## src/design/pid_controller_three_forms_core_macros.svh

```systemverilog
// Assertion macros for the PID regulator core.
// Plain text macros, no dependencies; included by the top level.
`ifndef PID_CONTROLLER_THREE_FORMS_CORE_MACROS_SVH
`define PID_CONTROLLER_THREE_FORMS_CORE_MACROS_SVH

// consequent checked in the same cycle as the antecedent
`define PIDC_ASSERT_SAME(lbl, clk, rst_n, ante, cons, msg) \
	lbl: assert property (@(posedge clk) disable iff (!rst_n) (ante) |-> (cons)) else $error(msg);

// consequent checked in the cycle after the antecedent
`define PIDC_ASSERT_NEXT(lbl, clk, rst_n, ante, cons, msg) \
	lbl: assert property (@(posedge clk) disable iff (!rst_n) (ante) |=> (cons)) else $error(msg);

`endif

```

## src/design/pidc_pkg.sv

```systemverilog
// Shared types and constants for the PID regulator core.
// No dependencies; used by every module of the block.
`timescale 1ns / 1ps

package pidc_pkg;

	localparam int DataW   = 16;
	localparam int ErrW    = 17;
	localparam int AccW    = 32;
	localparam int CfgIdxW = 3;

	// register indexes of the configuration port
	typedef enum logic [CfgIdxW-1:0] {
		REG_MODE    = 3'd0,
		REG_KP      = 3'd1,
		REG_KI      = 3'd2,
		REG_KD      = 3'd3,
		REG_OUT_MIN = 3'd4,
		REG_OUT_MAX = 3'd5
	} reg_idx_t;

	// mode codes; the unused code behaves as proportional on measurement
	localparam logic [1:0] MODE_TIMESTEP = 2'd0;
	localparam logic [1:0] MODE_SIMPLE   = 2'd1;
	localparam logic [1:0] MODE_POM      = 2'd2;

	// request codes
	localparam logic REQ_UPDATE = 1'b0;
	localparam logic REQ_CLEAR  = 1'b1;

	typedef struct packed {
		logic [1:0]               mode;
		logic signed [DataW-1:0]  kp;
		logic signed [DataW-1:0]  ki;
		logic signed [DataW-1:0]  kd;
		logic signed [DataW-1:0]  out_min;
		logic signed [DataW-1:0]  out_max;
	} cfg_t;

	typedef struct packed {
		logic signed [AccW-1:0]  integral_sum;
		logic signed [ErrW-1:0]  last_value;
	} pid_state_t;

endpackage

```

## src/design/pidc_cfg.sv

```systemverilog
// Configuration register file of the PID regulator core.
// Depends on pidc_pkg for the register indexes and the cfg_t layout.
`timescale 1ns / 1ps

module pidc_cfg (
	input  logic                          clk,
	input  logic                          arst_n,
	input  logic                          cfg_we,
	input  logic [pidc_pkg::CfgIdxW-1:0]  cfg_index,
	input  logic [pidc_pkg::DataW-1:0]    cfg_data,
	output pidc_pkg::cfg_t                cfg
);
	import pidc_pkg::*;

	cfg_t cfg_q;

	always_ff @(posedge clk or negedge arst_n) begin
		if (!arst_n) begin
			cfg_q.mode    <= MODE_POM;
			cfg_q.kp      <= '0;
			cfg_q.ki      <= '0;
			cfg_q.kd      <= '0;
			cfg_q.out_min <= 16'sh8000;
			cfg_q.out_max <= 16'sh7fff;
		end else if (cfg_we) begin
			unique case (reg_idx_t'(cfg_index))
				REG_MODE:    cfg_q.mode    <= cfg_data[1:0];
				REG_KP:      cfg_q.kp      <= cfg_data;
				REG_KI:      cfg_q.ki      <= cfg_data;
				REG_KD:      cfg_q.kd      <= cfg_data;
				REG_OUT_MIN: cfg_q.out_min <= cfg_data;
				REG_OUT_MAX: cfg_q.out_max <= cfg_data;
				default:     ; // drop writes beyond the register list
			endcase
		end
	end

	assign cfg = cfg_q;

endmodule

```

## src/design/pidc_calc.sv

```systemverilog
// Single-pass PID arithmetic: error, three gain products, integral update,
// clamp and truncation. Depends on pidc_pkg for cfg_t and pid_state_t.
`timescale 1ns / 1ps

module pidc_calc (
	input  pidc_pkg::cfg_t                   cfg,
	input  pidc_pkg::pid_state_t             cur,
	input  logic                             req_type,
	input  logic signed [pidc_pkg::DataW-1:0] target,
	input  logic signed [pidc_pkg::DataW-1:0] measurement,
	output pidc_pkg::pid_state_t             nxt,
	output logic signed [pidc_pkg::DataW-1:0] drive
);
	import pidc_pkg::*;

	localparam int DeltaW = ErrW + 1;
	localparam int KiW    = DataW + AccW;
	localparam int KpW    = DataW + DeltaW;
	localparam int SumW   = KiW + 4;

	function automatic logic signed [AccW-1:0] sat32(input logic signed [SumW-1:0] v);
		logic all_one;
		logic all_zero;
		all_one  = &v[SumW-1:AccW-1];
		all_zero = ~|v[SumW-1:AccW-1];
		if (all_one || all_zero)
			sat32 = v[AccW-1:0];
		else if (v[SumW-1])
			sat32 = {1'b1, {(AccW-1){1'b0}}};
		else
			sat32 = {1'b0, {(AccW-1){1'b1}}};
	endfunction

	// upper test first, so crossed limits give out_max above it, out_min otherwise
	function automatic logic signed [SumW-1:0] clamp_q(
		input logic signed [SumW-1:0]  v,
		input logic signed [DataW-1:0] lo,
		input logic signed [DataW-1:0] hi
	);
		logic signed [SumW-1:0] hi_q;
		logic signed [SumW-1:0] lo_q;
		hi_q = SumW'(hi) <<< 8;
		lo_q = SumW'(lo) <<< 8;
		if (v > hi_q)
			clamp_q = hi_q;
		else if (v < lo_q)
			clamp_q = lo_q;
		else
			clamp_q = v;
	endfunction

	logic                       is_ts;
	logic                       is_simple;
	logic signed [ErrW-1:0]     err;
	logic signed [ErrW-1:0]     diff_src;
	logic signed [DeltaW-1:0]   delta;
	logic signed [AccW-1:0]     int_simple;
	logic signed [AccW-1:0]     ki_opnd;
	logic signed [DeltaW-1:0]   kp_opnd;
	logic signed [KiW-1:0]      ki_prod;
	logic signed [KpW-1:0]      kp_prod;
	logic signed [KpW-1:0]      kd_prod;
	logic signed [AccW-1:0]     int_ts;
	logic signed [SumW-1:0]     s_pom;
	logic signed [SumW-1:0]     v_sum;
	logic signed [SumW-1:0]     v_clamped;
	logic signed [SumW-1:0]     v_shift;
	logic signed [AccW-1:0]     int_next;

	assign is_ts     = (cfg.mode == MODE_TIMESTEP);
	assign is_simple = (cfg.mode == MODE_SIMPLE);

	assign err      = ErrW'(target) - ErrW'(measurement);
	// derivative runs on the error in simple mode, on the measurement otherwise
	assign diff_src = is_simple ? err : ErrW'(measurement);
	assign delta    = DeltaW'(diff_src) - DeltaW'(cur.last_value);

	assign int_simple = sat32(SumW'(cur.integral_sum) + SumW'(err));

	// ki scales the new sum in simple mode and the error elsewhere
	assign ki_opnd = is_simple ? int_simple : AccW'(err);
	assign kp_opnd = (is_ts || is_simple) ? DeltaW'(err) : delta;

	assign ki_prod = KiW'(cfg.ki) * KiW'(ki_opnd);
	assign kp_prod = KpW'(cfg.kp) * KpW'(kp_opnd);
	assign kd_prod = KpW'(cfg.kd) * KpW'(delta);

	assign int_ts = sat32(SumW'(cur.integral_sum) + SumW'(ki_prod));
	assign s_pom  = clamp_q(SumW'(cur.integral_sum) + SumW'(ki_prod) - SumW'(kp_prod),
		cfg.out_min, cfg.out_max);

	always_comb begin
		if (is_ts) begin
			int_next = int_ts;
			v_sum    = SumW'(kp_prod) + SumW'(int_ts) - SumW'(kd_prod);
		end else if (is_simple) begin
			int_next = int_simple;
			v_sum    = SumW'(kp_prod) + SumW'(ki_prod) + SumW'(kd_prod);
		end else begin
			int_next = s_pom[AccW-1:0];
			v_sum    = s_pom - SumW'(kd_prod);
		end
	end

	assign v_clamped = clamp_q(v_sum, cfg.out_min, cfg.out_max);
	// truncate toward zero: bump negative values that had fraction bits
	assign v_shift   = (v_clamped >>> 8) +
		SumW'(v_clamped[SumW-1] && (v_clamped[7:0] != 8'd0));

	always_comb begin
		if (req_type == REQ_CLEAR) begin
			nxt.integral_sum = '0;
			nxt.last_value   = '0;
			drive            = '0;
		end else begin
			nxt.integral_sum = int_next;
			nxt.last_value   = is_simple ? err : ErrW'(measurement);
			drive            = v_shift[DataW-1:0];
		end
	end

endmodule

```

## src/design/pid_controller_three_forms_core.sv

```systemverilog
// Top level of the PID regulator core: input register, regulator state,
// result register. Depends on pidc_pkg, pidc_cfg, pidc_calc and the macros header.
//
//   channel  dir  handshake             word
//   -------  ---  --------------------  -------------------------------
//   req      in   req_valid/req_stall   req_type, target, measurement
//   rsp      out  rsp_valid/rsp_stall   drive
//   cfg      in   cfg_we                cfg_index, cfg_data
//
// One word per cycle sustained while rsp does not stall; a taken word reaches rsp
// through the input register, the arithmetic, then the result register.
// The integral and last value update in the cycle a word leaves the input
// register, so the next word sees them at once.
// Reset clears the handshake, the state and loads the register defaults.
// A stalled rsp holds the result; req stalls only when both registers are full.
`timescale 1ns / 1ps

module pid_controller_three_forms_core (
	input  logic                               clk,
	input  logic                               arst_n,
	input  logic                               cfg_we,
	input  logic [pidc_pkg::CfgIdxW-1:0]       cfg_index,
	input  logic [pidc_pkg::DataW-1:0]         cfg_data,
	input  logic                               req_valid,
	output logic                               req_stall,
	input  logic                               req_type,
	input  logic signed [pidc_pkg::DataW-1:0]  target,
	input  logic signed [pidc_pkg::DataW-1:0]  measurement,
	output logic                               rsp_valid,
	input  logic                               rsp_stall,
	output logic signed [pidc_pkg::DataW-1:0]  drive
);
	import pidc_pkg::*;

	`include "pid_controller_three_forms_core_macros.svh"

	cfg_t                     cfg;
	pid_state_t               state_q;
	pid_state_t               state_nxt;
	logic                     valid_s1;
	logic                     type_s1;
	logic signed [DataW-1:0]  target_s1;
	logic signed [DataW-1:0]  meas_s1;
	logic                     valid_s2;
	logic signed [DataW-1:0]  drive_s2;
	logic signed [DataW-1:0]  drive_calc;
	logic                     advance_s1;
	logic                     take_in;

	pidc_cfg u_cfg (
		.clk       (clk),
		.arst_n    (arst_n),
		.cfg_we    (cfg_we),
		.cfg_index (cfg_index),
		.cfg_data  (cfg_data),
		.cfg       (cfg)
	);

	pidc_calc u_calc (
		.cfg         (cfg),
		.cur         (state_q),
		.req_type    (type_s1),
		.target      (target_s1),
		.measurement (meas_s1),
		.nxt         (state_nxt),
		.drive       (drive_calc)
	);

	assign advance_s1 = valid_s1 && (!valid_s2 || !rsp_stall);
	assign take_in    = req_valid && !req_stall;
	assign req_stall  = valid_s1 && !advance_s1;

	always_ff @(posedge clk or negedge arst_n) begin
		if (!arst_n) begin
			valid_s1 <= 1'b0;
		end else if (take_in) begin
			valid_s1 <= 1'b1;
		end else if (advance_s1) begin
			valid_s1 <= 1'b0;
		end
	end

	always_ff @(posedge clk) begin
		if (take_in) begin
			type_s1   <= req_type;
			target_s1 <= target;
			meas_s1   <= measurement;
		end
	end

	always_ff @(posedge clk or negedge arst_n) begin
		if (!arst_n) begin
			state_q <= '0;
		end else if (advance_s1) begin
			state_q <= state_nxt;
		end
	end

	always_ff @(posedge clk or negedge arst_n) begin
		if (!arst_n) begin
			valid_s2 <= 1'b0;
		end else if (advance_s1) begin
			valid_s2 <= 1'b1;
		end else if (!rsp_stall) begin
			valid_s2 <= 1'b0;
		end
	end

	always_ff @(posedge clk) begin
		if (advance_s1) begin
			drive_s2 <= drive_calc;
		end
	end

	assign rsp_valid = valid_s2;
	assign drive     = drive_s2;

	`PIDC_ASSERT_NEXT(a_clear_gives_zero, clk, arst_n, advance_s1 && (type_s1 == REQ_CLEAR), rsp_valid && (drive == '0), "clear request did not produce a zero drive word")
	`PIDC_ASSERT_NEXT(a_clear_wipes_state, clk, arst_n, advance_s1 && (type_s1 == REQ_CLEAR), (state_q.integral_sum == '0) && (state_q.last_value == '0), "clear request left regulator state")
	`PIDC_ASSERT_SAME(a_stall_only_full, clk, arst_n, req_stall, valid_s1 && valid_s2 && rsp_stall, "req stalled with room in the pipeline")

endmodule
```

## config.mk

```make
export PLATFORM = sky130hd
export DESIGN_NAME = pid_controller_three_forms_core
export DESIGN_NICKNAME = d
export VERILOG_FILES = /design/src/design/pidc_pkg.sv /design/src/design/pidc_cfg.sv /design/src/design/pidc_calc.sv /design/src/design/pid_controller_three_forms_core.sv
export VERILOG_INCLUDE_DIRS = /design/src /design/src/design
export SDC_FILE = /design/constraint.sdc
export NUM_CORES = 2
export LEC_CHECK = 0
export ABC_AREA = 1
export BUFFER_PORTS_ARGS = -buffer_cell sky130_fd_sc_hd__buf_2
export CORE_UTILIZATION = 70
export DETAILED_ROUTE_END_ITERATION = 6
export PLACE_DENSITY = 0.87
export SYNTH_ARGS = -nofsm -noshare
export SYNTH_HDL_FRONTEND = slang
export SYNTH_SLANG_ARGS = --single-unit
```

## constraint.sdc

```tcl
create_clock -name clk -period 42.4 [get_ports clk]
set_input_delay 8.48 -clock clk [delete_from_list [all_inputs] [get_ports clk]]
set_output_delay 8.48 -clock clk [all_outputs]
set_load 0.1 [all_outputs]
```

; Word-level counts from Yosys, hierarchy flattened
; Cells that the tools add are included.
[word_totals]
output_inout_bits = 18
elab_cells = 87
mem_bits_ro = 0
mem_count = 0
register_bits = 182
inputBits = 57
latch_bits = 0
ramBits = 0
[op_classes]
magnitude_cmp = 4
n_eq_ne = 7
bitwise = 0
muxes = 20
mul = 3
reduce_logical = 28
n_shift = 0
n_addsub = 11
n_div = 0
[ops]
columns = cell, count
row1 = two-way mux 52 bit, 6
row2 = two-way mux 32 bit, 7
row3 = greater-than comparator 52 x 24 -> 1 bit, 2
row4 = < comparator 52 x 24 -> 1 bit, 2
row5 = multiplier 16 x 18 -> 34 bit, 2
row6 = subtractor 52 x 34 -> 52 bit, 1
row7 = adder 49 x 34 -> 50 bit, 1
row8 = subtractor 49 x 34 -> 50 bit, 1
row9 = adder 32 x 48 -> 49 bit, 1
row10 = adder 34 x 48 -> 49 bit, 1
row11 = two-way mux 49 bit, 1
row12 = multiplier 16 x 32 -> 48 bit, 1
row13 = AND reduction 21 bit, 2
row14 = OR reduction 21 bit, 2
row15 = subtractor 35 x 34 -> 36 bit, 1
row16 = adder 34 x 32 -> 35 bit, 1
row17 = adder 32 x 17 -> 33 bit, 1
row18 = two-way mux 18 bit, 1
row19 = subtractor 17 x 17 -> 18 bit, 1
row20 = two-way mux 17 bit, 1
row21 = subtractor 16 x 16 -> 17 bit, 1
row22 = adder 16 x 1 -> 16 bit, 1
row23 = AND reduction 2 bit, 6
row24 = nonzero test 8 bit, 1
row25 = other kinds (12), 28

; Longest topological paths before layout
[logic_depth]
ltp_word = 22
ltp_mapped = 149
mapped_depth_nobuf = 145

; By module
; From an unflattened synthesis, not the netlist that was laid out.
[unflattened]
cells_unflattened = 9784
area_unflattened_um2 = 71999.1
[modules_own_cells]
columns = module, area_each_um2, instances, seq_area_each_um2, cells_each
row1 = pidc_calc, 65175.0, 1, 0.0, 9145
row2 = pid_controller_three_forms_core, 3538.4, 1, 2747.6, 273
row3 = pidc_cfg, 3285.7, 1, 2073.2, 366

; Worst setup path after synthesis
; Ideal clock, no wire load.
[synth_timing]
kind = register to register
startpoint = register meas_s1[0]
endpoint = register drive_s2[12] (netlist: drive[12]) (data pin)
t_arrival_ps = 19235
setup_ps = 255
t_required_ps = 42145
period_less_slack_ps = 19490
stages_incl_launch_ff = 124
path_buffers = 4
setup_slack_ps = 22910
path_cell_list = edfxtp_1 ha_1 fa_1 inv_1 a31oi_1 o21ai_1 nand2_1 nand2_1 nand2_1 nand2_1 a21oi_1 o21bai_1 nand2_1 nand2_1 a21oi_1 or2_1 a22oi_4 inv_1 (+88 left out) ha_1 nand4_1 nor4b_1 o2111ai_1 nand3_1 xnor2_1 nand2_1 buf_2 o21ai_0 ha_1 ha_1 inv_1 nor2_1 nand2_1 nor2_1 nand3_1 nand2_1 nor2_1
[synth_between]
elab_chain_len = 22
elab_cells_between_ends = 41
cone_classes = 11 x add/sub / 3 x mul / 4 x order compare / 13 x mux / 10 x reduce/logical
[synth_rtl]
columns = item, line_no
row1 = "start, declared", pid_controller_three_forms_core.sv:43  ; logic signed [DataW-1:0] meas_s1;
row2 = "start signal, assigned", pid_controller_three_forms_core.sv:87  ; meas_s1 <= measurement;
row3 = subtractor 16 x 16 -> 17 bit, pidc_calc.sv:73  ; assign err = ErrW'(target) - ErrW'(measurement);
row4 = adder 32 x 17 -> 33 bit, pidc_calc.sv:78  ; assign int_simple = sat32(SumW'(cur.integral_sum) + SumW'(err));
row5 = OR reduction 21 bit, pidc_calc.sv:25  ; all_zero = ~|v[SumW-1:AccW-1];
row6 = zero test 1 bit, pidc_calc.sv:25
row7 = logical OR 1 bit, pidc_calc.sv:26  ; if (all_one || all_zero)
row8 = two-way mux 32 bit, pidc_calc.sv:26
row9 = two-way mux 32 bit, pidc_calc.sv:81  ; assign ki_opnd = is_simple ? int_simple : AccW'(err);
row10 = multiplier 16 x 32 -> 48 bit, pidc_calc.sv:84  ; assign ki_prod = KiW'(cfg.ki) * KiW'(ki_opnd);
row11 = (+6 left out), --
row12 = two-way mux 52 bit / subtractor 35 x 34 -> 36 bit (equally long branches), "pidc_calc.sv:96, pidc_calc.sv:95"
row13 = two-way mux 52 bit (*), pidc_calc.sv:93  ; if (is_ts) begin
row14 = < comparator 52 x 24 -> 1 bit, pidc_calc.sv:46  ; else if (v < lo_q)
row15 = two-way mux 52 bit, pidc_calc.sv:46
row16 = two-way mux 52 bit (*), pidc_calc.sv:44  ; if (v > hi_q)
row17 = nonzero test 8 bit, pidc_calc.sv:108  ; SumW'(v_clamped[SumW-1] && (v_clamped[7:0] != 8'd0));
row18 = logical AND 1 bit, pidc_calc.sv:108
row19 = adder 16 x 1 -> 16 bit (*), pidc_calc.sv:107  ; assign v_shift = (v_clamped >>> 8) +
row20 = "end signal, assigned", pid_controller_three_forms_core.sv:111  ; drive_s2 <= drive_calc;
row21 = "end, declared", pid_controller_three_forms_core.sv:45  ; logic signed [DataW-1:0] drive_s2;
; Mark *: on every way between the ends. The rest lies on a longest branch, timed or not.
; A chain may end at the register's enable or synchronous reset.

; Worst setup path in the final report
; Ends and elaborated chain as after synthesis.

==> metrics.csv <==
stage;metric;value;unit
timing;final worst slack;14350;ps
critical_path;worst setup path class;reg2reg;
placement;PortBufs;74;
grt;gr usage total;54.09;%
synthesis;synthesized area;71040;sq um
synthesis;sequential element share of the synthesized area;6.786;%
critical_path;CP most frequent cell;nand2_1;
placement;Post-Place Worst Slack;15560;ps
critical_path;CP Data Arrival Time;28330;ps
cts;Root Buffer;clkbuf_16;
critical_path;Worst Setup Start Kind;flip-flop;
synthesis;Top FF cell, synth;dfrtp_1;
grt;first-pass GRT wire length;412300;microns
timing;TNS Setup;0;ps
critical_path;flop2flop setup slack;14350;ps
timing;Worst Skew;25.88;ps
critical_path;CP max stage delay;750;ps
critical_path;Worst Setup End Kind;flip-flop;
grt;vias in the first global route;70260;
timing;Final Setup Violations;0;
timing;Slew headroom;-7.561;%
floorplanning;core footprint;100300;sq um
cts;Setup Buffers After CTS;0;
synthesis;Synth Warn #;0;
synthesis;top-area cell type share of the netlist area;32.55;%
critical_path;crit-path max FO;32;
routing;vias;69420;
timing;Slew @ Worst Pin;1602;ps
timing;Final Hold Viols;0;
grt;grt total ovfl;0;
cts;Longest Clk Path Bufs;2;
synthesis;largest cells by area after synthesis;fa_1 33%, ha_1 13%, inv_1 11%;
cts;Clock Sinks;182;
synthesis;Mean Syn Cell Area;7.438;sq um
grt;largest net degree at the start of global routing;58;
grt;initial antenna violation count;29;
synthesis;Post-synth ARST share;73.08;%
timing;fmax;35.65;MHz
cts;Skew-Pair Late Insertion Delay;520;ps
routing;M1 WL;90770;microns
floorplanning;die span in x;320.6;microns
floorplanning;io pins;75;
cells_and_area;Layout Nets;11450;
cts;# resized after CTS;0;
status;violated checks;DRC, capacitance limit, slew limit;
placement;DP Area;72650;sq um
floorplanning;die area;102800;sq um
synthesis;Synth Net Count;11510;
timing;Tcrit/Tclk final;66.17;%
job;Max Cap Viol;1;
synthesis;cell with the most instances after synthesis;inv_1;
placement;post-DP HPWL;228000;microns
routing;top routing layer used;met5;
cells_and_area;design area;73300;sq um
critical_path;CP required;42670;ps
routing;Via density;6.374;
synthesis;synth cell count leaders;2,156 x inv_1, 1,957 x nand2_1, 1,155 x fa_1;
synthesis;Distinct cells, synth;79;
floorplanning;Chip Height;320.6;microns
synthesis;cell taking the most area after synthesis;fa_1;
routing;DRT Pass-1 Iters;7;
timing;crit path time final;28050;ps
routing;post-route ant nets;0;
hold_path;Hold Crit Class;reg2reg;
cells_and_area;Post-Layout Cell Count;10890;
cts;clk slew on worst S/H paths;90;ps
cells_and_area;area delta synth->final;3.179;%
timing;Pins Over Slew Limit;5;
routing;routed len/inst;25.33;microns
routing;Total Routed Length;275900;microns
cts;TritonCTS Buffers;17;
cells_and_area;fill cell count;7579;
routing;wire length on met2;115700;microns
critical_path;slowest cell on the critical path;a21oi_1;
timing;RSZ-0062 raised after global routing;no;
placement;RePlAce Congestion;1.145;
synthesis;synthesized flop and latch total;182;
floorplanning;Initial Utilization;70.84;%
routing;met3 wire length;42850;microns
routing;initial drt markers;9454;
cts;CTS tree;built;
routing;Remaining DRCs;179;
synthesis;number of synthesized flops with an enable pin;49;
cts;CTS H-Tree Depth;4;
synthesis;Gate Count Post-Synth;9551;
status;status;finished with violations;
cells_and_area;layout cells sized above 1;4.525;%
cts;hold bufs inserted after CTS;0;
placement;dpl cells;10830;
floorplanning;# rows;116;
==> stage by stage <==
| step | hold WS [ps] | utilization (%) |
|---|---|---|
| global placement | 466.9 | 72.44 |
| detailed placement | 473.9 | 72.44 |
| finish | 492.8 | 73.09 |
| global route | 508.7 | 73.06 |
| CTS | 492.6 | 73.01 |
| floorplan | 453.0 | - |
==> layout make-up <==
| cell class | count | area (sq um) | area share, % |
|---|---|---|---|
| flip-flops and latches | 182 | 4821 | 6.577 |
| multi-input cells | 6940 | 56970 | 77.72 |
| diodes | 31 | 77.57 | 0.1058 |
| repair buffers | 137 | 849.6 | 1.159 |
| well taps | 1357 | 1698 | 2.316 |
| clock inverters | 12 | 120.1 | 0.1639 |
| inverters | 2212 | 8308 | 11.33 |
| clock buffers | 20 | 456.7 | 0.6230 |
==> cell usage in the layout (no fill, tap or decap), drive strengths merged, types with 29 or more instances in the layout <==
cell,n
a21boi,30
a21oi,638
a31oi,52
buf,137
clkinv,29
dfrtp,116
diode,31
edfxtp,49
fa,1155
ha,751
inv,2193
nand2,2001
nand3,227
nand4,66
nor2,879
nor3,47
o21a,38
o21ai,490
o21bai,32
or2,40
xnor2,135
xor2,175
==> flip-flops by register name, summed over array words and instances (netlist names) <==
| register | cells |
|---|---|
| state_q | 49 |
| meas_s1 | 16 |
| rsp_valid | 1 |
| u_cfg.cfg | 82 |
| target_s1 | 16 |
| drive | 16 |
| valid_s1 | 1 |
| type_s1 | 1 |
==> layer usage <==
metal  track usage, %  up-vias
li1                 -    29270
met1            63.62    32670
met2            78.80     5633
met3            21.80     1813
met4            41.56       30
met5            1.749        -
==> critical path, delay by kind of cell, from the launching register on <==
| family | cells | cell delay [ps] |
|---|---|---|
| simple gates | 46 | 8730 |
| compound gates | 36 | 8060 |
| fa+ha+maj | 17 | 6610 |
| buf+inv | 18 | 2610 |
| xor+xnor | 3 | 1310 |
| flops | 1 | 400 |
==> cells by family after synthesis <==
family                     after synthesis  share of synthesized area, %
adders and majority gates             1906                         45.77
muxes                                    2                       0.02994
xor gates and xnor gates               310                         3.906
buffers and inverters                 2429                         13.09
and+or+nand+nor                       3299                         18.93
DFF                                    182                         6.786
AOI/OAI and AO/OA                     1423                         11.49
==> final timing paths <==
check                                           from                   endpoint  cells past startpoint
min in group asynchronous                     arst_n       valid_s1$_DFFE_PN0P_                      1
hold / removal             u_cfg.cfg[56]$_DFFE_PN0P_  u_cfg.cfg[56]$_DFFE_PN0P_                      2
setup / recovery                meas_s1[0]$_DFFE_PP_    drive[12]$_SDFFCE_PP0P_                    120
max in group asynchronous                     arst_n  u_cfg.cfg[68]$_DFFE_PN0P_                      2
hold reg to reg            u_cfg.cfg[56]$_DFFE_PN0P_  u_cfg.cfg[56]$_DFFE_PN0P_                      2
setup reg to reg                meas_s1[0]$_DFFE_PP_    drive[12]$_SDFFCE_PP0P_                    120
Power is not shown: default switching activity piles up to over one toggle a cycle in this logic, so the estimate is an artifact.
